==> src/design/csvt_pkg.sv <==
`timescale 1ns / 1ps

package csvt_pkg;

    // Default sizes handed to the top level parameters
    localparam int MAX_FIELDS_DEF = 1024;
    localparam int LINE_BITS_DEF  = 32;

    // Fixed field and register widths
    localparam int BYTE_W     = 8;
    localparam int LEN_W      = 24;
    localparam int ERR_W      = 8;
    localparam int CFG_IDX_W  = 2;
    localparam int CFG_DATA_W = 24;

    // Register indexes
    localparam logic [CFG_IDX_W-1:0] REG_DELIM   = 2'd0;
    localparam logic [CFG_IDX_W-1:0] REG_QUOTE   = 2'd1;
    localparam logic [CFG_IDX_W-1:0] REG_MAX_LEN = 2'd2;
    localparam logic [CFG_IDX_W-1:0] REG_HEADER  = 2'd3;

    // Register reset values
    localparam logic [BYTE_W-1:0] DELIM_RST   = 8'd44;
    localparam logic [BYTE_W-1:0] QUOTE_RST   = 8'd34;
    localparam logic [LEN_W-1:0]  MAX_LEN_RST = 24'hFF_FFFF;

    // Special bytes
    localparam logic [BYTE_W-1:0] CH_NUL = 8'h00;
    localparam logic [BYTE_W-1:0] CH_LF  = 8'h0A;
    localparam logic [BYTE_W-1:0] CH_CR  = 8'h0D;

    // Error flag bit positions
    localparam int ERR_NULL      = 0;
    localparam int ERR_QUOTE     = 1;
    localparam int ERR_AFTER_Q   = 2;
    localparam int ERR_TOO_LONG  = 3;
    localparam int ERR_COUNT     = 4;
    localparam int ERR_MIXED_EOL = 5;
    localparam int ERR_UNCLOSED  = 6;
    localparam int ERR_EMPTY_HDR = 7;

    typedef struct packed {
        logic [BYTE_W-1:0] delim;
        logic [BYTE_W-1:0] quote;
        logic [LEN_W-1:0]  max_len;
        logic              has_header;
    } t_cfg;

    // Write of the header register, seen by the scanner for the first-byte rule
    typedef struct packed {
        logic we;
        logic val;
    } t_hdr_wr;

endpackage

==> src/design/csvt_cfg.sv <==
`timescale 1ns / 1ps

module csvt_cfg
    import csvt_pkg::*;
(
    input  logic                  i_clk,
    input  logic                  i_rst_n,
    input  logic                  i_cfg_we,
    input  logic [CFG_IDX_W-1:0]  i_cfg_idx,
    input  logic [CFG_DATA_W-1:0] i_cfg_data,
    output t_cfg                  o_cfg,
    output t_hdr_wr               o_hdr_wr
);

    t_cfg r_cfg;

    always_ff @(posedge i_clk) begin
        if (!i_rst_n) begin
            r_cfg.delim      <= DELIM_RST;
            r_cfg.quote      <= QUOTE_RST;
            r_cfg.max_len    <= MAX_LEN_RST;
            r_cfg.has_header <= 1'b0;
        end else if (i_cfg_we) begin
            case (i_cfg_idx)
                REG_DELIM:   r_cfg.delim      <= i_cfg_data[BYTE_W-1:0];
                REG_QUOTE:   r_cfg.quote      <= i_cfg_data[BYTE_W-1:0];
                REG_MAX_LEN: r_cfg.max_len    <= i_cfg_data[LEN_W-1:0];
                REG_HEADER:  r_cfg.has_header <= i_cfg_data[0];
                default:     r_cfg            <= r_cfg;
            endcase
        end
    end

    assign o_cfg       = r_cfg;
    assign o_hdr_wr.we  = i_cfg_we && (i_cfg_idx == REG_HEADER);
    assign o_hdr_wr.val = i_cfg_data[0];

endmodule

==> src/design/csvt_in_reg.sv <==
`timescale 1ns / 1ps

module csvt_in_reg
    import csvt_pkg::*;
(
    input  logic              i_clk,
    input  logic              i_rst_n,
    input  logic              i_valid,
    output logic              o_ready,
    input  logic [BYTE_W-1:0] i_byte,
    input  logic              i_eoi,
    output logic              o_valid,
    output logic [BYTE_W-1:0] o_byte,
    output logic              o_eoi,
    input  logic              i_take
);

    logic              r_valid;
    logic [BYTE_W-1:0] r_byte;
    logic              r_eoi;

    // Refill whenever empty or the held beat moves on this cycle
    assign o_ready = !r_valid || i_take;

    always_ff @(posedge i_clk) begin
        if (!i_rst_n) begin
            r_valid <= 1'b0;
        end else if (o_ready) begin
            r_valid <= i_valid;
        end
    end

    always_ff @(posedge i_clk) begin
        if (o_ready && i_valid) begin
            r_byte <= i_byte;
            r_eoi  <= i_eoi;
        end
    end

    assign o_valid = r_valid;
    assign o_byte  = r_byte;
    assign o_eoi   = r_eoi;

endmodule

==> src/design/csvt_core.sv <==
`timescale 1ns / 1ps

module csvt_core
    import csvt_pkg::*;
#(
    parameter int MAX_FIELDS = MAX_FIELDS_DEF,
    parameter int LINE_BITS  = LINE_BITS_DEF,
    localparam int FIELD_W   = $clog2(MAX_FIELDS + 1)
) (
    input  logic                 i_clk,
    input  logic                 i_rst_n,
    input  t_cfg                 i_cfg,
    input  t_hdr_wr              i_hdr_wr,
    input  logic                 i_valid,
    input  logic [BYTE_W-1:0]    i_byte,
    input  logic                 i_eoi,
    output logic                 o_take,
    output logic                 o_valid,
    input  logic                 i_ready,
    output logic [BYTE_W-1:0]    o_byte,
    output logic                 o_byte_valid,
    output logic                 o_field_end,
    output logic                 o_row_end,
    output logic                 o_is_header,
    output logic [FIELD_W-1:0]   o_fields_in_row,
    output logic [LINE_BITS-1:0] o_line_number,
    output logic [ERR_W-1:0]     o_error_flags
);

    localparam logic [2:0] ST_RECORD      = 3'd0;
    localparam logic [2:0] ST_FIELD       = 3'd1;
    localparam logic [2:0] ST_UNQUOTED    = 3'd2;
    localparam logic [2:0] ST_QUOTED      = 3'd3;
    localparam logic [2:0] ST_AFTER_QUOTE = 3'd4;

    localparam logic [1:0] END_UNKNOWN = 2'd0;
    localparam logic [1:0] END_LF      = 2'd1;
    localparam logic [1:0] END_CR      = 2'd2;
    localparam logic [1:0] END_CRLF    = 2'd3;

    localparam logic [FIELD_W-1:0]   FIELDS_TOP = FIELD_W'(MAX_FIELDS);
    localparam logic [LINE_BITS-1:0] LINE_TOP   = '1;
    localparam logic [LEN_W-1:0]     LEN_TOP    = '1;

    // Scan state
    logic [2:0]           r_state,   n_state;
    logic                 r_in_hdr,  n_in_hdr;
    logic                 r_first,   n_first;
    logic [LEN_W-1:0]     r_len,     n_len;
    logic [FIELD_W-1:0]   r_cnt,     n_cnt;
    logic [FIELD_W-1:0]   r_exp,     n_exp;
    logic [LINE_BITS-1:0] r_row,     n_row;
    logic [1:0]           r_kind,    n_kind;
    logic                 r_warned,  n_warned;
    logic                 r_pend,    n_pend;

    // Result register
    logic                 r_out_valid;
    logic [BYTE_W-1:0]    r_ob;
    logic                 r_bv, r_fe, r_re, r_hdr;
    logic [FIELD_W-1:0]   r_fields;
    logic [LINE_BITS-1:0] r_line;
    logic [ERR_W-1:0]     r_err;

    // Next result
    logic [BYTE_W-1:0]    n_ob;
    logic                 n_bv, n_fe, n_re, n_hdr;
    logic [FIELD_W-1:0]   n_fields;
    logic [ERR_W-1:0]     n_err;

    logic [FIELD_W-1:0]   cnt_inc;
    logic [LINE_BITS-1:0] row_inc;
    logic                 is_quote, is_delim, is_nl, done, append, row_done;

    assign o_take  = i_valid && (!r_out_valid || i_ready);
    assign cnt_inc = (r_cnt < FIELDS_TOP) ? r_cnt + 1'b1 : r_cnt;
    assign row_inc = (r_row != LINE_TOP) ? r_row + 1'b1 : r_row;
    assign is_quote = (i_byte == i_cfg.quote);
    assign is_delim = (i_byte == i_cfg.delim);
    assign is_nl    = (i_byte == CH_LF) || (i_byte == CH_CR);

    always_comb begin
        n_state  = r_state;
        n_in_hdr = r_in_hdr;
        n_first  = r_first;
        n_len    = r_len;
        n_cnt    = r_cnt;
        n_exp    = r_exp;
        n_row    = r_row;
        n_kind   = r_kind;
        n_warned = r_warned;
        n_pend   = r_pend;
        n_ob     = '0;
        n_bv     = 1'b0;
        n_fe     = 1'b0;
        n_re     = 1'b0;
        n_err    = '0;
        done     = 1'b0;
        append   = 1'b0;
        row_done = 1'b0;
        n_hdr    = r_in_hdr;

        // Resolve a pending CR first; an LF right after it is swallowed
        if (r_pend) begin
            n_pend = 1'b0;
            if (r_in_hdr) begin
                n_in_hdr = 1'b0;
                n_hdr    = 1'b1;
            end else begin
                n_hdr = 1'b0;
                if (n_kind == END_UNKNOWN) begin
                    n_kind = (!i_eoi && i_byte == CH_LF) ? END_CRLF : END_CR;
                end else if (n_kind != ((!i_eoi && i_byte == CH_LF) ? END_CRLF : END_CR)
                             && !n_warned) begin
                    n_err[ERR_MIXED_EOL] = 1'b1;
                    n_warned             = 1'b1;
                end
            end
            done = !i_eoi && (i_byte == CH_LF);
        end
        if (!done) begin
            n_hdr = n_in_hdr;
        end

        if (done) begin
            n_hdr = n_hdr;
        end else if (i_eoi) begin
            if (n_in_hdr) begin
                if (!r_first) begin
                    if (r_state == ST_QUOTED) begin
                        n_err[ERR_UNCLOSED] = 1'b1;
                    end else begin
                        n_fe = 1'b1;
                        n_re = 1'b1;
                    end
                end
            end else if (r_state != ST_RECORD) begin
                if (r_state == ST_QUOTED) begin
                    n_err[ERR_UNCLOSED] = 1'b1;
                end
                n_fe = 1'b1;
                n_re = 1'b1;
                if (r_exp != '0 && cnt_inc != r_exp) begin
                    n_err[ERR_COUNT] = 1'b1;
                end
            end
            // Return to the start of a new stream, registers kept
            n_state  = ST_RECORD;
            n_in_hdr = i_cfg.has_header;
            n_first  = 1'b1;
            n_len    = '0;
            n_cnt    = '0;
            n_exp    = '0;
            n_row    = LINE_BITS'(1);
            n_kind   = END_UNKNOWN;
            n_warned = 1'b0;
            n_pend   = 1'b0;
        end else if (i_byte == CH_NUL) begin
            n_first            = 1'b0;
            n_err[ERR_NULL]    = 1'b1;
        end else if (n_in_hdr && r_first && is_nl) begin
            n_first              = 1'b0;
            n_err[ERR_EMPTY_HDR] = 1'b1;
            n_row                = row_inc;
            if (i_byte == CH_CR) begin
                n_pend = 1'b1;
            end else begin
                n_in_hdr = 1'b0;
            end
        end else begin
            n_first = 1'b0;
            case (r_state)
                ST_UNQUOTED: begin
                    if (is_quote) begin
                        n_err[ERR_QUOTE] = 1'b1;
                        append           = 1'b1;
                    end else if (is_delim) begin
                        n_fe    = 1'b1;
                        n_state = ST_FIELD;
                    end else if (is_nl) begin
                        row_done = 1'b1;
                    end else begin
                        append = 1'b1;
                    end
                end
                ST_QUOTED: begin
                    if (is_quote) begin
                        n_state = ST_AFTER_QUOTE;
                    end else begin
                        append = 1'b1;
                    end
                end
                ST_AFTER_QUOTE: begin
                    if (is_quote) begin
                        append  = 1'b1;
                        n_state = ST_QUOTED;
                    end else if (is_delim) begin
                        n_fe    = 1'b1;
                        n_state = ST_FIELD;
                    end else if (is_nl) begin
                        row_done = 1'b1;
                    end else begin
                        n_err[ERR_AFTER_Q] = 1'b1;
                        append             = 1'b1;
                        n_state            = ST_UNQUOTED;
                    end
                end
                default: begin
                    if (is_quote) begin
                        n_state = ST_QUOTED;
                    end else if (is_delim) begin
                        n_fe    = 1'b1;
                        n_state = ST_FIELD;
                    end else if (is_nl) begin
                        row_done = 1'b1;
                    end else begin
                        append  = 1'b1;
                        n_state = ST_UNQUOTED;
                    end
                end
            endcase

            if (append) begin
                n_len = (r_len != LEN_TOP) ? r_len + 1'b1 : r_len;
                n_ob  = i_byte;
                n_bv  = 1'b1;
            end
            if (n_fe) begin
                n_cnt = cnt_inc;
                n_len = '0;
            end

            if (row_done) begin
                n_fe = 1'b1;
                n_re = 1'b1;
                if (n_hdr) begin
                    n_exp = cnt_inc;
                    if (i_byte == CH_CR) begin
                        n_pend = 1'b1;
                    end else begin
                        n_in_hdr = 1'b0;
                    end
                end else begin
                    if (r_exp != '0 && cnt_inc != r_exp) begin
                        n_err[ERR_COUNT] = 1'b1;
                    end
                    if (i_byte == CH_LF) begin
                        if (n_kind == END_UNKNOWN) begin
                            n_kind = END_LF;
                        end else if (n_kind != END_LF && !n_warned) begin
                            n_err[ERR_MIXED_EOL] = 1'b1;
                            n_warned             = 1'b1;
                        end
                    end else begin
                        n_pend = 1'b1;
                    end
                end
                n_row   = row_inc;
                n_cnt   = '0;
                n_len   = '0;
                n_state = ST_RECORD;
            end else if (!n_hdr && n_len > i_cfg.max_len) begin
                n_err[ERR_TOO_LONG] = 1'b1;
            end
        end

        n_fields = n_fe ? cnt_inc : r_cnt;
    end

    always_ff @(posedge i_clk) begin
        if (!i_rst_n) begin
            r_state  <= ST_RECORD;
            r_in_hdr <= 1'b0;
            r_first  <= 1'b1;
            r_len    <= '0;
            r_cnt    <= '0;
            r_exp    <= '0;
            r_row    <= LINE_BITS'(1);
            r_kind   <= END_UNKNOWN;
            r_warned <= 1'b0;
            r_pend   <= 1'b0;
        end else if (o_take) begin
            r_state  <= n_state;
            r_in_hdr <= n_in_hdr;
            r_first  <= n_first;
            r_len    <= n_len;
            r_cnt    <= n_cnt;
            r_exp    <= n_exp;
            r_row    <= n_row;
            r_kind   <= n_kind;
            r_warned <= n_warned;
            r_pend   <= n_pend;
        end else if (i_hdr_wr.we && r_first) begin
            r_in_hdr <= i_hdr_wr.val;
        end
    end

    always_ff @(posedge i_clk) begin
        if (!i_rst_n) begin
            r_out_valid <= 1'b0;
        end else if (o_take) begin
            r_out_valid <= 1'b1;
        end else if (i_ready) begin
            r_out_valid <= 1'b0;
        end
    end

    always_ff @(posedge i_clk) begin
        if (o_take) begin
            r_ob     <= n_ob;
            r_bv     <= n_bv;
            r_fe     <= n_fe;
            r_re     <= n_re;
            r_hdr    <= n_hdr;
            r_fields <= n_fields;
            r_line   <= r_row;
            r_err    <= n_err;
        end
    end

    assign o_valid         = r_out_valid;
    assign o_byte          = r_ob;
    assign o_byte_valid    = r_bv;
    assign o_field_end     = r_fe;
    assign o_row_end       = r_re;
    assign o_is_header     = r_hdr;
    assign o_fields_in_row = r_fields;
    assign o_line_number   = r_line;
    assign o_error_flags   = r_err;

endmodule

==> src/design/csv_byte_tokenizer.sv <==
`timescale 1ns / 1ps

// CSV byte tokenizer.
// Input channel (i_in_valid / o_in_ready): one beat is a raw CSV byte on
// i_in_byte, or an end-of-input marker when i_end_of_input is high.
// Output channel (o_out_valid / i_out_ready): exactly one result beat per
// input beat, in order: content byte with byte_valid, field and row end
// marks, header flag, field count so far, line number and error flags.
// Configuration: i_cfg_we writes register i_cfg_idx (0 delimiter, 1 quote,
// 2 max field bytes, 3 header row enable) with no wait; write only while idle.
// Path from input accept to result valid: input register, then scan logic
// into the result register.
// Throughput: one beat per cycle while the receiver keeps up; the quoting
// state update is a combinational case between the input and result registers.
// Reset (synchronous, i_rst_n low) restores register defaults, clears both
// pipeline registers and returns the scanner to the start of a stream.
// When the receiver stalls, the result register holds, the input register
// fills behind it, and o_in_ready drops until the result is taken.
// An end-of-input beat also returns the scanner to the start of a stream.
module csv_byte_tokenizer
    import csvt_pkg::*;
#(
    parameter int MAX_FIELDS = MAX_FIELDS_DEF,
    parameter int LINE_BITS  = LINE_BITS_DEF,
    localparam int FIELD_W   = $clog2(MAX_FIELDS + 1)
) (
    input  logic                  i_clk,
    input  logic                  i_rst_n,
    // configuration
    input  logic                  i_cfg_we,
    input  logic [CFG_IDX_W-1:0]  i_cfg_idx,
    input  logic [CFG_DATA_W-1:0] i_cfg_data,
    // input beat
    input  logic                  i_in_valid,
    output logic                  o_in_ready,
    input  logic [BYTE_W-1:0]     i_in_byte,
    input  logic                  i_end_of_input,
    // result beat
    output logic                  o_out_valid,
    input  logic                  i_out_ready,
    output logic [BYTE_W-1:0]     o_out_byte,
    output logic                  o_byte_valid,
    output logic                  o_field_end,
    output logic                  o_row_end,
    output logic                  o_is_header,
    output logic [FIELD_W-1:0]    o_fields_in_row,
    output logic [LINE_BITS-1:0]  o_line_number,
    output logic [ERR_W-1:0]      o_error_flags
);

    t_cfg              cfg;
    t_hdr_wr           hdr_wr;
    logic              in_valid;
    logic [BYTE_W-1:0] in_byte;
    logic              in_eoi;
    logic              take;

    // Register file for delimiter, quote, length limit and header enable
    csvt_cfg u_cfg (
        .i_clk      (i_clk),
        .i_rst_n    (i_rst_n),
        .i_cfg_we   (i_cfg_we),
        .i_cfg_idx  (i_cfg_idx),
        .i_cfg_data (i_cfg_data),
        .o_cfg      (cfg),
        .o_hdr_wr   (hdr_wr)
    );

    // Input register: take a beat whenever empty or the held one advances
    csvt_in_reg u_in (
        .i_clk   (i_clk),
        .i_rst_n (i_rst_n),
        .i_valid (i_in_valid),
        .o_ready (o_in_ready),
        .i_byte  (i_in_byte),
        .i_eoi   (i_end_of_input),
        .o_valid (in_valid),
        .o_byte  (in_byte),
        .o_eoi   (in_eoi),
        .i_take  (take)
    );

    // Scanner state plus result register; advance when the result slot frees
    csvt_core #(
        .MAX_FIELDS (MAX_FIELDS),
        .LINE_BITS  (LINE_BITS)
    ) u_core (
        .i_clk           (i_clk),
        .i_rst_n         (i_rst_n),
        .i_cfg           (cfg),
        .i_hdr_wr        (hdr_wr),
        .i_valid         (in_valid),
        .i_byte          (in_byte),
        .i_eoi           (in_eoi),
        .o_take          (take),
        .o_valid         (o_out_valid),
        .i_ready         (i_out_ready),
        .o_byte          (o_out_byte),
        .o_byte_valid    (o_byte_valid),
        .o_field_end     (o_field_end),
        .o_row_end       (o_row_end),
        .o_is_header     (o_is_header),
        .o_fields_in_row (o_fields_in_row),
        .o_line_number   (o_line_number),
        .o_error_flags   (o_error_flags)
    );

endmodule

==> config.mk <==
export PLATFORM = sky130hd
export DESIGN_NAME = csv_byte_tokenizer
export DESIGN_NICKNAME = d
export VERILOG_FILES = /design/src/design/csvt_pkg.sv /design/src/design/csvt_cfg.sv /design/src/design/csvt_in_reg.sv /design/src/design/csvt_core.sv /design/src/design/csv_byte_tokenizer.sv
export SDC_FILE = /design/constraint.sdc
export NUM_CORES = 1
export LEC_CHECK = 0
export CORE_AREA = 4 4 144 146
export CTS_BUF_LIST = sky130_fd_sc_hd__clkbuf_4 sky130_fd_sc_hd__clkbuf_8 sky130_fd_sc_hd__clkbuf_16
export DETAILED_ROUTE_END_ITERATION = 10
export DIE_AREA = 0 0 148 150
export DONT_BUFFER_PORTS = 1
export MAX_ROUTING_LAYER = met4
export PLACE_DENSITY = 0.72
export SLEW_MARGIN = 20
export SYNTH_ARGS = -nofsm -noshare
export SYNTH_HDL_FRONTEND = slang
export SYNTH_SLANG_ARGS = --single-unit
==> constraint.sdc <==
create_clock -name i_clk -period 4.8 [get_ports i_clk]
set_clock_uncertainty 0.1 [all_clocks]
set_input_delay 1.2 -clock i_clk [delete_from_list [all_inputs] [get_ports i_clk]]
set_output_delay 1.2 -clock i_clk [all_outputs]
set_load 0.02 [all_outputs]
# Word level (Yosys, flattened, before mapping)

Cells that the tools add are included.

Add/sub/neg operators: 3
$mul: 0
Div/mod/pow operators: 0
$lt $le $gt $ge: 2
Eq/ne operators: 21
Shift operators: 0
Muxes and demuxes: 157
Bitwise gates (word level): 5
Reduce and logical (&&, ||, !) cells: 51

Operators by type and width:

| operator              | count |
|---|---|
| $mux 24               | 11 |
| $mux 32               | 5 |
| $mux 11               | 12 |
| $mux 1                | 100 |
| $add 32x1->32 const B | 1 |
| $ne 32x32->1 const B  | 1 |
| $mux 3                | 10 |
| $mux 2                | 13 |
| $add 24x1->24 const B | 1 |
| $gt 24x24->1          | 1 |
| $ne 24x24->1 const B  | 1 |
| $reduce_or 5->1       | 4 |
| $eq 8x4->1 const B    | 2 |
| $eq 8x8->1            | 2 |
| $add 11x1->11 const B | 1 |
| $logic_and 1x1->1     | 11 |
| $lt 11x11->1 const B  | 1 |
| $ne 11x11->1          | 1 |
| $reduce_bool 11->1    | 1 |
| $mux 5                | 2 |
| $reduce_and 2->1      | 5 |
| $reduce_bool 3->1     | 3 |
| $logic_not 8->1       | 1 |
| $reduce_and 4->1      | 2 |
| other kinds (26)      | 47 |

Flip-flop bits (word level): 202
Latch bits: 0
RAM bits: 0
Bits in read-only memories: 0
Input port bits: 40
Output and inout bits: 65
Word-level logic and storage cells: 272
Memories: 0

# Logic depth before layout (Yosys ltp)

Gate-level depths: netlist of run 1.

Depth in word-level cells: 24
Depth in mapped cells: 19

# By module

A second synthesis of run 1 with hierarchy kept.

Cells, all modules: 1108
Area total of the unflattened synthesis: 10462.5 um^2

Modules (own cells, without submodules):

| module      | times used | cells an instance | area an instance (um^2) | sequential area each (um^2) |
|---|---|---|---|---|
| csvt_core   | 1          | 916               | 8294.2                  | 3653.5 |
| csvt_cfg    | 1          | 178               | 1840.5                  | 820.8 |
| csvt_in_reg | 1          | 14                | 327.8                   | 290.3 |

# Least setup slack after synthesis of run 1

OpenSTA, ideal clock, no wires.

Path type: in2reg
Start: in i_out_ready
End: reg u_core.r_in_hdr
Arrival: 4335 ps
Setup slack: 250 ps
Stages on the path: 9
Cells stage by stage: nor2b_1 nand2b_1 clkinv_1 o21ai_1 clkbuf_1 buf_2 buf_2 o21ai_0 and3_1

Word-level cells in the longest chain between the ends: 3
Elaborated cells on any way between the ends: 4
Those cells by class: mux (1); reduce/logical (3)

Ends and longest elaborated chain:

| item                                        | RTL line                 | source |
|---|---|---|
| start: declaration                          | csv_byte_tokenizer.sv:40 | `input logic i_out_ready,` |
| $logic_or 1x1->1 *                          | csvt_core.sv:75          | `assign o_take = i_valid && (!r_out_valid \|\| i_ready);` |
| $logic_and 1x1->1 *                         | csvt_core.sv:75          |  |
| named net take                              | csv_byte_tokenizer.sv:56 | `logic take;` |
| $mux 1 or $reduce_bool 2->1 (tied branches) | --                       |  |
| end signal: assignment                      | csvt_core.sv:284         | `r_in_hdr <= n_in_hdr;` |
| end signal: assignment                      | csvt_core.sv:294         | `r_in_hdr <= i_hdr_wr.val;` |
| end: declaration                            | csvt_core.sv:47          | `logic r_in_hdr, n_in_hdr;` |

Mark *: on every way through the listed nets, which the timed path passes. The rest lies on a longest branch.
A chain may end at the register's enable or synchronous reset.

# Worst setup path in the final report of run 1

Start: reg u_in.r_byte[4], in the netlist u_in.o_byte[4]
End: reg u_core.r_err[3], in the netlist u_core.o_error_flags[3] (data pin)

Word-level cells in the longest chain between the ends: 19
Elaborated cells on any way between the ends: 46
Those cells by class: order compare (1); eq/ne (4); mux (34); reduce/logical (7)

Ends and longest elaborated chain:

| item                          | RTL line                                             | source |
|---|---|---|
| start: declaration            | csvt_in_reg.sv:19                                    | `logic [BYTE_W-1:0] r_byte;` |
| start signal: assignment      | csvt_in_reg.sv:35                                    | `r_byte <= i_byte;` |
| $eq 8x4->1 (on tied branches) | csvt_core.sv:80, csvt_core.sv:119                    |  |
| $logic_or 1x1->1              | csvt_core.sv:80                                      | `assign is_nl = (i_byte == CH_LF) \|\| (i_byte == CH_CR);` |
| $mux 1                        | csvt_core.sv:180, csvt_core.sv:200, csvt_core.sv:214 |  |
| $mux 1                        | csvt_core.sv:177                                     | `end else if (is_delim) begin` |
| $mux 1                        | --                                                   |  |
| $pmux 1 s2                    | csvt_core.sv:172                                     | `case (r_state)` |
| $mux 1                        | csvt_core.sv:161                                     | `end else if (n_in_hdr && r_first && is_nl) begin` |
| $mux 1                        | csvt_core.sv:158                                     | `end else if (i_byte == CH_NUL) begin` |
| [... 3 more ...]              | --                                                   |  |
| $mux 24                       | csvt_core.sv:228                                     | `if (n_fe) begin` |
| $mux 24                       | csvt_core.sv:161                                     |  |
| $mux 24                       | csvt_core.sv:158                                     |  |
| $mux 24                       | csvt_core.sv:127                                     | `end else if (i_eoi) begin` |
| $mux 24                       | csvt_core.sv:125                                     | `if (done) begin` |
| $gt 24x24->1                  | csvt_core.sv:262                                     | `end else if (!n_hdr && n_len > i_cfg.max_len) begin` |
| $logic_and 1x1->1             | csvt_core.sv:262                                     |  |
| $mux 1                        | csvt_core.sv:262                                     |  |
| end signal: assignment        | csvt_core.sv:317                                     | `r_err <= n_err;` |
| end: declaration              | csvt_core.sv:63                                      | `logic [ERR_W-1:0] r_err;` |

Parallel ways exist; a longest one is shown, timed or not. The select of a mux whose other input is x is not followed.

==> run metrics, run 1 <==
core footprint 0.0194 mm2; vias in the first global route 7811; GR Util All Layers 23.1%; count of cell types in the netlist 74; Worst Path Arrival 4.59 ns; Cell Rows 51; R2R setup slack 0.36 ns; overall power 3.78 mW; initial core utilization 54.3%; pwr/cell area 332 mW/mm2; total number of vias 8600; maximum net fanout on the critical path 9; synthesized area per cell 9.25 um2; Synth Flop Type dfxtp_1; CP endpoint kind flop; CTS Hold Bufs 0; Avg WL per Cell 18.1 um; Post-Synthesis Net Count 1205; fillers 1682; FF+latch area 0.00476 mm2; die area 0.0222 mm2; status finished, final reports clean; most frequent cells in the layout dfxtp_1 (130), nand2_1 (106), a21oi_1 (82); Clock Latency Late Sink 0.52 ns; Worst Max-Slew Pin Slew 0.975 ns; IO buf count 0; antenna cells 0; share of cells above drive strength 1 7.57%; Crit Path Category flop to flop; Tcrit/Tclk final 92.4%; clock sink count 202; max-slew violations 0; Max Clock Freq 0.225 GHz; Slew HR 34.4%; register area share after synthesis 45.3%; gp weighted congestion 0.932; CTS tree yes; CTS buffer count 22; worst min-delay path category flop to flop; Final TNS setup 0 ns; grt ovf 0; drt first pass iters 5; Finished Layout Cells 1388; CTS Buffer Depth 3; Synth Register Bits 202; Max-Cap Viols 0; Post-synth ARST share 0%; Area growth, synth to finish 8.42%; routed wire length 25.1 mm; post-CTS sizing 0; I/O pin count 105; Placed Cells 1348; Synth Warn # 0; Hold Vio Cnt, Final 0; RSZ-0062 raised after global routing no; antenna-violating nets left 0; initial antenna violation count 0; Die X-Extent 148 um; most common cell after layout, fill and taps aside dfxtp_1; Setup violations, final 0; crit path launch type flop; largest net degree at the start of global routing 65; cell leakage power 4.05 nW; Worst EP required 4.96 ns; Syn Inst Count 1138; postcts setup bufs 0; cell area after synthesis 0.0105 mm2; root buffer cell clkbuf_16; Fin Hold WS 0.378 ns; Die Y 150 um; Tmin final 4.44 ns; EDFF count, synth 72; first-pass GRT wire length 41.2 mm; detailed router's first-iteration violation count 746; area of the multi-input gates 0.00530 mm2; DRC 0; Clk pin slew, worst setup/hold paths 0.06 ns; worst vdd ir 0.288 mV; DPL Wire Length 17.6 mm; layout net count 1174; H-tree Lvls 1; Vias per Instance 6.20
==> logic make-up (layout without fill, tap and decap cells) <==
family	after synthesis	in the layout	share of synthesized area, %
flops	202	202	45.3
simple gates	431	431	22.3
xor+xnor	50	50	4.16
compound gates	292	292	18.3
fa+ha+maj	27	27	3.21
buf+inv	112	97	4.50
mux	24	24	2.35
==> path summary, 6_finish.rpt <==
| path | start | endpoint | cells after the start |
|---|---|---|---|
| setup / recovery | u_in.o_byte[4] | u_core.o_error_flags[3] | 15 |
| hold / removal | u_core.r_warned | u_core.r_warned | 2 |
| setup reg to reg | u_in.o_byte[4] | u_core.o_error_flags[3] | 15 |
| hold reg to reg | u_core.r_warned | u_core.r_warned | 2 |
==> sequential cells by signal, indices dropped and copies added, names as in the netlist <==
signal and count:
u_core.r_first 1, u_core.o_fields_in_row 11, u_core.o_byte_valid 1, u_core.o_field_end 1, u_core.o_row_end 1, u_core.r_state 3, u_core.r_len 24, u_core.r_exp 11
u_core.r_in_hdr 1, u_in.o_byte 8, u_core.r_pend 1, u_core.o_is_header 1, u_core.r_cnt 11, u_core.o_line_number 32, u_core.r_warned 1, u_core.o_error_flags 8
u_cfg.o_cfg 41, u_core.r_row 32, u_core.o_byte 8, u_core.o_valid 1, u_in.o_valid 1, u_core.r_kind 2, u_in.o_eoi 1
==> through the flow <==
step                      setup WS (ns)  instance area [um2]  util [%]
after floorplan                   0.250                10500         -
after global placement            0.518                10700      55.0
after detailed placement          0.399                10700      55.0
after CTS                         0.381                11400      58.8
after global routing            0.00957                11400      58.8
final                             0.364                11400      58.8
==> worst max-delay path, stage by stage (launching register included) <==
cell and delay (ns):
edfxtp_1 0.48, nor4_4 0.53, o211a_1 0.47, a21oi_4 0.09
mux2_4 0.34, o211a_1 0.34, a21o_1 0.19, a21oi_1 0.13
ha_1 0.26, a21o_1 0.16, a21o_1 0.16, a21oi_1 0.13
nor2_1 0.05, a2111oi_0 0.36, o21ai_0 0.14, o2111a_1 0.24
==> layout make-up <==
cell class,count,area share (%)
Tap cell,265,2.91
Clock buffer,31,5.53
Multi-Input combinational cell,824,46.4
Timing Repair Buffer,18,1.18
Inverter,39,1.28
Sequential cell,202,41.7
Clock inverter,9,0.932
==> power breakdown <==
group | switching (mW) | leakage, nW | internal (mW)
clock network | 0.672 | 0.376 | 1.03
registers | 0.0633 | 1.72 | 1.83
logic | 0.133 | 1.96 | 0.0617
==> per-layer routing <==
layer	routed length (um)	track usage (%)
met5	0	-
met3	2070	4.54
met4	488	5.82
met1	11600	32.6
met2	10900	34.4
==> cell usage after synthesis, types with 7 or more instances <==
cell type / number / share of area [%]
nor4_1: 9 / 0.53
o31ai_1: 29 / 2.1
and3_1: 15 / 0.89
nor2b_1: 9 / 0.53
nand4_1: 36 / 2.1
or3_1: 32 / 1.9
ha_1: 27 / 3.2
or4_1: 40 / 2.9
nand2_1: 106 / 3.8
and4_1: 7 / 0.58
dfxtp_1: 130 / 25
nor3_1: 11 / 0.52
a21o_1: 7 / 0.50
inv_1: 37 / 1.3
nor2_1: 58 / 2.1
nand3_1: 54 / 2.6
buf_1: 8 / 0.29
xor2_1: 16 / 1.3
a21oi_1: 83 / 3.9
mux2i_1: 21 / 2.0
edfxtp_1: 72 / 21
nand2b_1: 12 / 0.71
clkbuf_1: 41 / 1.5
o21a_1: 8 / 0.57
buf_2: 17 / 0.81
a31oi_1: 14 / 0.83
o21ai_0: 54 / 2.6
and2_1: 18 / 1.1
xnor2_1: 34 / 2.8
o211ai_1: 41 / 2.9
Power figures use the tool's default switching activity.
==> inputs of run 2 (changes only) <==
--- a/config.mk
+++ b/config.mk
@@ -6,7 +6,7 @@
 export NUM_CORES = 1
 export LEC_CHECK = 0
 export CORE_AREA = 4 4 144 146
-export CTS_BUF_LIST = sky130_fd_sc_hd__clkbuf_4 sky130_fd_sc_hd__clkbuf_8 sky130_fd_sc_hd__clkbuf_16
+export CTS_BUF_LIST = sky130_fd_sc_hd__clkbuf_4
 export DETAILED_ROUTE_END_ITERATION = 10
 export DIE_AREA = 0 0 148 150
 export DONT_BUFFER_PORTS = 1
==> run metrics, run 2 (synthesized netlist as in run 1, its figures left out) <==
root buffer cell clkbuf_4 (was clkbuf_16); initial core utilization 54.3% (unchanged); routed wire length 25.4 mm (was 25.1 mm); max-slew violations 0 (unchanged); initial antenna violation count 1 (was 0); Setup violations, final 0 (unchanged); crit path launch type flop (unchanged); Die X-Extent 148 um (unchanged); overall power 3.64 mW (was 3.78 mW); Clock Latency Late Sink 0.70 ns (was 0.52 ns); RSZ-0062 raised after global routing no (unchanged); Fin Hold WS 0.378 ns (about the same); IO buf count 0 (unchanged); worst min-delay path category flop to flop (unchanged); grt ovf 0 (unchanged); Area growth, synth to finish 8.23% (was 8.42%); Worst R2R Start u_in.o_byte[4] (unchanged); WHS Path Cells 2 (unchanged); R2R setup slack 0.35 ns (was 0.36 ns); hold path startpoint u_core.r_warned (unchanged); hold path endpoint u_core.r_warned (unchanged); Placed Cells 1348 (unchanged); Worst EP required 5.13 ns (was 4.96 ns); Cell Rows 51 (unchanged); DPL Wire Length 17.6 mm (unchanged); Final Util 58.7% (was 58.8%); share of cells above drive strength 1 11.3% (was 7.57%); Hold Vio Cnt, Final 0 (unchanged); Clk pin slew, worst setup/hold paths 0.06 ns (about the same); Tmin final 4.45 ns (was 4.44 ns); die area 0.0222 mm2 (unchanged); core footprint 0.0194 mm2 (unchanged); detailed router's first-iteration violation count 722 (was 746); DRC 0 (unchanged); Finished Layout Cells 1447 (was 1388); PnR worst setup slack 0.354 ns (was 0.364 ns); CP endpoint kind flop (unchanged); pre-CTS setup slack 0.399 ns (unchanged); post-CTS sizing 0 (unchanged); layout net count 1205 (was 1174); gp weighted congestion 0.932 (unchanged); Vias per Instance 6.10 (was 6.20); Avg WL per Cell 17.5 um (was 18.1 um); placed cell areas 0.0107 mm2 (unchanged); cell leakage power 4.10 nW (was 4.05 nW); Tcrit/Tclk final 92.6% (was 92.4%); number of flip-flops under the largest register name 41 (unchanged); RR Endpoint u_core.o_error_flags[3] (unchanged); drt first pass iters 5 (unchanged); most frequent cells in the layout dfxtp_1 (130), nand2_1 (106), a21oi_1 (82), clkbuf_4 (82), edfxtp_1 (72) (was dfxtp_1 (130), nand2_1 (106), a21oi_1 (82)); CTS tree yes (unchanged); vias in the first global route 8061 (was 7811); pwr/cell area 319 mW/mm2 (was 332 mW/mm2); first-pass GRT wire length 42.0 mm (was 41.2 mm); most common cell after layout, fill and taps aside dfxtp_1 (unchanged); Max Clock Freq 0.225 GHz (about the same); final instance area 0.0114 mm2 (about the same); status finished, final reports clean (unchanged); GR Util All Layers 23.6% (was 23.1%); total number of vias 8830 (was 8600); I/O pin count 105 (unchanged); worst vdd ir 0.186 mV (was 0.288 mV); maximum net fanout on the critical path 17 (was 9); Worst Max-Slew Pin Slew 0.969 ns (was 0.975 ns); clock sink count 202 (unchanged); Final TNS setup 0 ns (unchanged); CTS Buffer Depth 3 (unchanged); Slew HR 34.8% (was 34.4%); antenna-violating nets left 0 (unchanged); Crit Path Category flop to flop (unchanged); Max-Cap Viols 0 (unchanged); postcts setup bufs 0 (unchanged); CTS buffer count 53 (was 22); Worst Path Arrival 4.78 ns (was 4.59 ns); worst-case reg-to-reg path depth 14 (was 15); Die Y 150 um (unchanged); H-tree Lvls 2 (was 1); CTS Hold Bufs 0 (unchanged); largest net degree at the start of global routing 65 (unchanged)
-- run 2: cell count changes in the layout (fill, tap and decap cells not counted) --
| cell | previous run | this run |
|---|---|---|
| clkbuf_8 | 2 | 0 |
| diode_2 | 0 | 1 |
| clkinv_4 | 0 | 1 |
| clkinv_8 | 1 | 0 |
| clkinvlp_4 | 0 | 1 |
| bufinv_16 | 2 | 1 |
| clkbuf_16 | 22 | 0 |
| clkinv_2 | 6 | 3 |
| clkbuf_4 | 7 | 82 |
| clkinv_1 | 1 | 11 |
-- run 2: cell type report --
cell class,instances,area [um2]
Tap cell,265,332
Sequential cell,202,4760
Fill cell,1720,8010
Antenna cell,1,2.50
Timing Repair Buffer,18,135
Inverter,39,146
Clock inverter,16,98.8
Clock buffer,82,616
Multi-Input combinational cell,824,5300
-- run 2: critical path: stages (launching register included) --
cell and delay [ns]:
edfxtp_1 0.48, nor4_4 0.53, o211a_1 0.48, a21oi_4 0.09
mux2_4 0.34, o211ai_2 0.51, o21ai_0 0.18, a21oi_1 0.15
ha_1 0.25, a21o_1 0.16, a21oi_1 0.13, nor2_1 0.05
a2111oi_0 0.36, o21ai_0 0.14, o2111a_1 0.24
-- run 2: per-layer routing --
metal	GRT usage, %	vias up	wire length (um)
met3	5.63	48	2070
met4	6.47	0	472
met1	32.9	4128	11900
met2	34.6	341	11000
met5	-	-	0
li1	-	4313	-
-- run 2: power breakdown --
group	total [mW]	internal, mW	switching (mW)
combinational	0.195	0.0616	0.133
sequential	1.89	1.82	0.0634
clock	1.56	0.834	0.722
total	3.64	2.72	0.919
-- run 2: worst max-delay path by stage --
stage	to	start	cells past startpoint
after floorplan	u_core.r_in_hdr	i_out_ready	9
after global placement	u_core.o_error_flags[3]	u_in.o_byte[4]	15
after detailed placement	u_core.o_error_flags[3]	u_in.o_byte[4]	14
after CTS	u_core.o_error_flags[3]	u_in.o_byte[4]	14
after global routing	u_core.o_error_flags[3]	u_in.o_byte[4]	14
final	u_core.o_error_flags[3]	u_in.o_byte[4]	14
==> inputs of run 3 (changes only) <==
--- a/config.mk
+++ b/config.mk
@@ -5,14 +5,15 @@
 export SDC_FILE = /design/constraint.sdc
 export NUM_CORES = 1
 export LEC_CHECK = 0
-export CORE_AREA = 4 4 144 146
+export CORE_AREA = 4 4 143 145
 export CTS_BUF_LIST = sky130_fd_sc_hd__clkbuf_4
 export DETAILED_ROUTE_END_ITERATION = 10
-export DIE_AREA = 0 0 148 150
+export DIE_AREA = 0 0 147 149
 export DONT_BUFFER_PORTS = 1
 export MAX_ROUTING_LAYER = met4
-export PLACE_DENSITY = 0.72
+export PLACE_DENSITY = 0.73
 export SLEW_MARGIN = 20
 export SYNTH_ARGS = -nofsm -noshare
 export SYNTH_HDL_FRONTEND = slang
+export SYNTH_HIERARCHICAL = 1
 export SYNTH_SLANG_ARGS = --single-unit
==> run metrics, run 3 <==
status finished, final reports clean (unchanged); root buffer cell clkbuf_4 (unchanged); grt ovf 0 (unchanged); I/O pin count 105 (unchanged); clock sink count 202 (unchanged); drt first pass iters 5 (unchanged); Hold Vio Cnt, Final 0 (unchanged); gp weighted congestion 0.943 (was 0.932); count of cell types in the netlist 72 (was 74); layout net count 1190 (was 1205); most frequent cell after synthesis dfxtp_1 (unchanged); worst vdd ir 0.278 mV (was 0.186 mV); worst min-delay path category flop to flop (unchanged); total number of vias 8118 (was 8830); initial core utilization 54.5% (was 54.3%); CTS buffer count 52 (was 53); DRC 0 (unchanged); crit-path cells xnor2_1 -> and4_1 -> nand2_2 -> mux2_2 -> o21ai_1 -> buf_4 -> and4_2 -> nand3_1 -> a21oi_1 -> ha_1 -> a21oi_1 -> nor2b_1 -> o21ai_0 -> o211ai_1 -> a21o_1 -> a211oi_1 -> or4_1 -> a211oi_1 (was nor4_4 -> o211a_1 -> a21oi_4 -> mux2_4 -> o211ai_2 -> o21ai_0 -> a21oi_1 -> ha_1 -> a21o_1 -> a21oi_1 -> nor2_1 -> a2111oi_0 -> o21ai_0 -> o2111a_1); detailed router's first-iteration violation count 555 (was 722); Worst EP required 5.17 ns (was 5.13 ns); largest cells by area after synthesis dfxtp_1 (25%), edfxtp_1 (21%), xnor2_1 (4.5%), nor2_1 (4.3%), ha_1 (3.2%) (was dfxtp_1 (25%), edfxtp_1 (21%), a21oi_1 (3.9%), nand2_1 (3.8%), ha_1 (3.2%)); WHS Path Cells 0 (was 2); top-area cell type share of the netlist area 24.9% (was 24.7%); overall power 3.59 mW (was 3.64 mW); Post-Synthesis Net Count 1175 (was 1205); H-tree Lvls 2 (unchanged); cell area after synthesis 0.0105 mm2 (about the same); Synth Register Bits 202 (unchanged); max-slew violations 0 (unchanged); crit path launch type flop (unchanged); Setup violations, final 0 (unchanged); RSZ-0062 raised after global routing no (unchanged); PnR worst setup slack 0.390 ns (was 0.354 ns); Area growth, synth to finish 8.04% (was 8.23%); Tcrit/Tclk final 91.9% (was 92.6%); most common cell after layout, fill and taps aside dfxtp_1 (unchanged); register area share after synthesis 45.5% (was 45.3%); vias in the first global route 7843 (was 8061); share of cells above drive strength 1 11.9% (was 11.3%); CTS tree yes (unchanged); Final TNS setup 0 ns (unchanged); core footprint 0.0192 mm2 (was 0.0194 mm2); worst-case reg-to-reg path depth 18 (was 14); first-pass GRT wire length 39.4 mm (was 42.0 mm); GR Util All Layers 22.2% (was 23.6%); Max Clock Freq 0.227 GHz (was 0.225 GHz); routed wire length 23.7 mm (was 25.4 mm); Post-synth ARST share 0% (unchanged); Crit Path Category flop to flop (unchanged); synthesized area per cell 9.44 um2 (was 9.25 um2); Die X-Extent 147 um (was 148 um); CP endpoint kind flop (unchanged); Synth Flop Type dfxtp_1 (unchanged); Die Y 149 um (was 150 um); Synth Warn # 6 (was 0); maximum net fanout on the critical path 19 (was 17); Cell Rows 51 (unchanged); cell leakage power 4.48 nW (was 4.10 nW); largest net degree at the start of global routing 66 (was 65); IO buf count 0 (unchanged); top cells by instance count after synthesis dfxtp_1 (130), nor2_1 (121), nand2_1 (90) (was dfxtp_1 (130), nand2_1 (106), a21oi_1 (83)); die area 0.0219 mm2 (was 0.0222 mm2); number of flip-flops under the largest register name 41 (unchanged); Syn Inst Count 1108 (was 1138); Crit path depth 18 (was 14); initial antenna violation count 1 (unchanged); Max-Cap Viols 0 (unchanged); antenna-violating nets left 0 (unchanged); CTS Hold Bufs 0 (unchanged); area leader, netlist dfxtp_1 (unchanged); Final Util 58.8% (was 58.7%); Clock Latency Late Sink 0.66 ns (was 0.70 ns); biggest cell delay along the critical path 0.55 ns (was 0.53 ns); slowest cell on the critical path edfxtp_1 (was nor4_4); CP bufs+invs 1 (was 0); most frequent cells in the layout dfxtp_1 (130), nor2_1 (121), nand2_1 (90) (was dfxtp_1 (130), nand2_1 (106), a21oi_1 (82), clkbuf_4 (82), edfxtp_1 (72)); Clk pin slew, worst setup/hold paths 0.07 ns (was 0.06 ns); CTS Buffer Depth 3 (unchanged); Worst Max-Slew Pin Slew 0.865 ns (was 0.969 ns); Avg WL per Cell 16.6 um (was 17.5 um); Worst Path Arrival 4.78 ns (about the same); pwr/cell area 317 mW/mm2 (was 319 mW/mm2); Vias per Instance 5.68 (was 6.10); Slew HR 42.3% (was 34.8%); EDFF count, synth 72 (unchanged); pre-CTS setup slack 0.355 ns (was 0.399 ns); Tmin final 4.41 ns (was 4.45 ns); DPL Wire Length 16.5 mm (was 17.6 mm); CP delay by family, top simple AND/OR/NAND/NOR gates (was compound AO/OA/AOI/OAI gates)
==> run 3: final timing paths <==
path / start / endpoint / slack (ns)
setup / recovery: u_in/o_byte[3] / u_core/o_error_flags[3] / 0.39
setup reg to reg: u_in/o_byte[3] / u_core/o_error_flags[3] / 0.39
hold reg to reg: u_core/r_row[13] / u_core/o_line_number[13] / 0.37
hold / removal: u_core/r_row[13] / u_core/o_line_number[13] / 0.37
==> run 3: logic make-up (layout without fill, tap and decap cells) <==
family	count (synthesis)	count (layout)	share of synthesized area (%)
buffers and inverters	122	178	5.01
DFF	202	202	45.5
adders and majority gates	27	27	3.23
muxes	32	32	3.09
AOI/OAI and AO/OA	186	186	12.4
xor gates and xnor gates	91	91	7.62
and+or+nand+nor	448	448	23.1
other	0	1	0
==> run 3: what timing repair did <==
item	in CTS	in global routing
endpoints found under the setup margin	0	1
resized for setup	0	1
endpoints found under the hold margin	0	0
buffers inserted	0	2
==> run 3: power breakdown <==
group,internal [mW],switching (mW),total (mW)
Sequential,1.84,0.0830,1.92
Combinational,0.0868,0.153,0.240
Clock,0.730,0.696,1.43
Total,2.66,0.932,3.59
==> run 3: stage by stage <==
stage          std cells  hold slack (ns)  area, um2
2_1_floorplan       1108            0.322      10500
3_5_place_dp        1332            0.352      10600
6_report            1430            0.366      11300
4_1_cts             1427            0.371      11300
3_3_place_gp        1331            0.350      10600
5_1_grt             1430            0.385      11300
==> run 3: cell type report <==
cell class              instances  area, um2
diodes                          1       2.50
multi-input cells             784       5170
well taps                     265        332
flip-flops and latches        202       4760
clock buffers                  69        518
inverters                      67        251
repair buffers                 16        128
clock inverters                26        133
fillers                      1728       7900
==> run 3: layer usage <==
metal | global-route usage, % | part of all wire [%] | vias up
met5 | - | 0 | -
met4 | 6.24 | 1.8 | 0
met3 | 5.10 | 5.6 | 41
met2 | 35.0 | 46 | 258
li1 | - | - | 4008
met1 | 29.0 | 46 | 3811
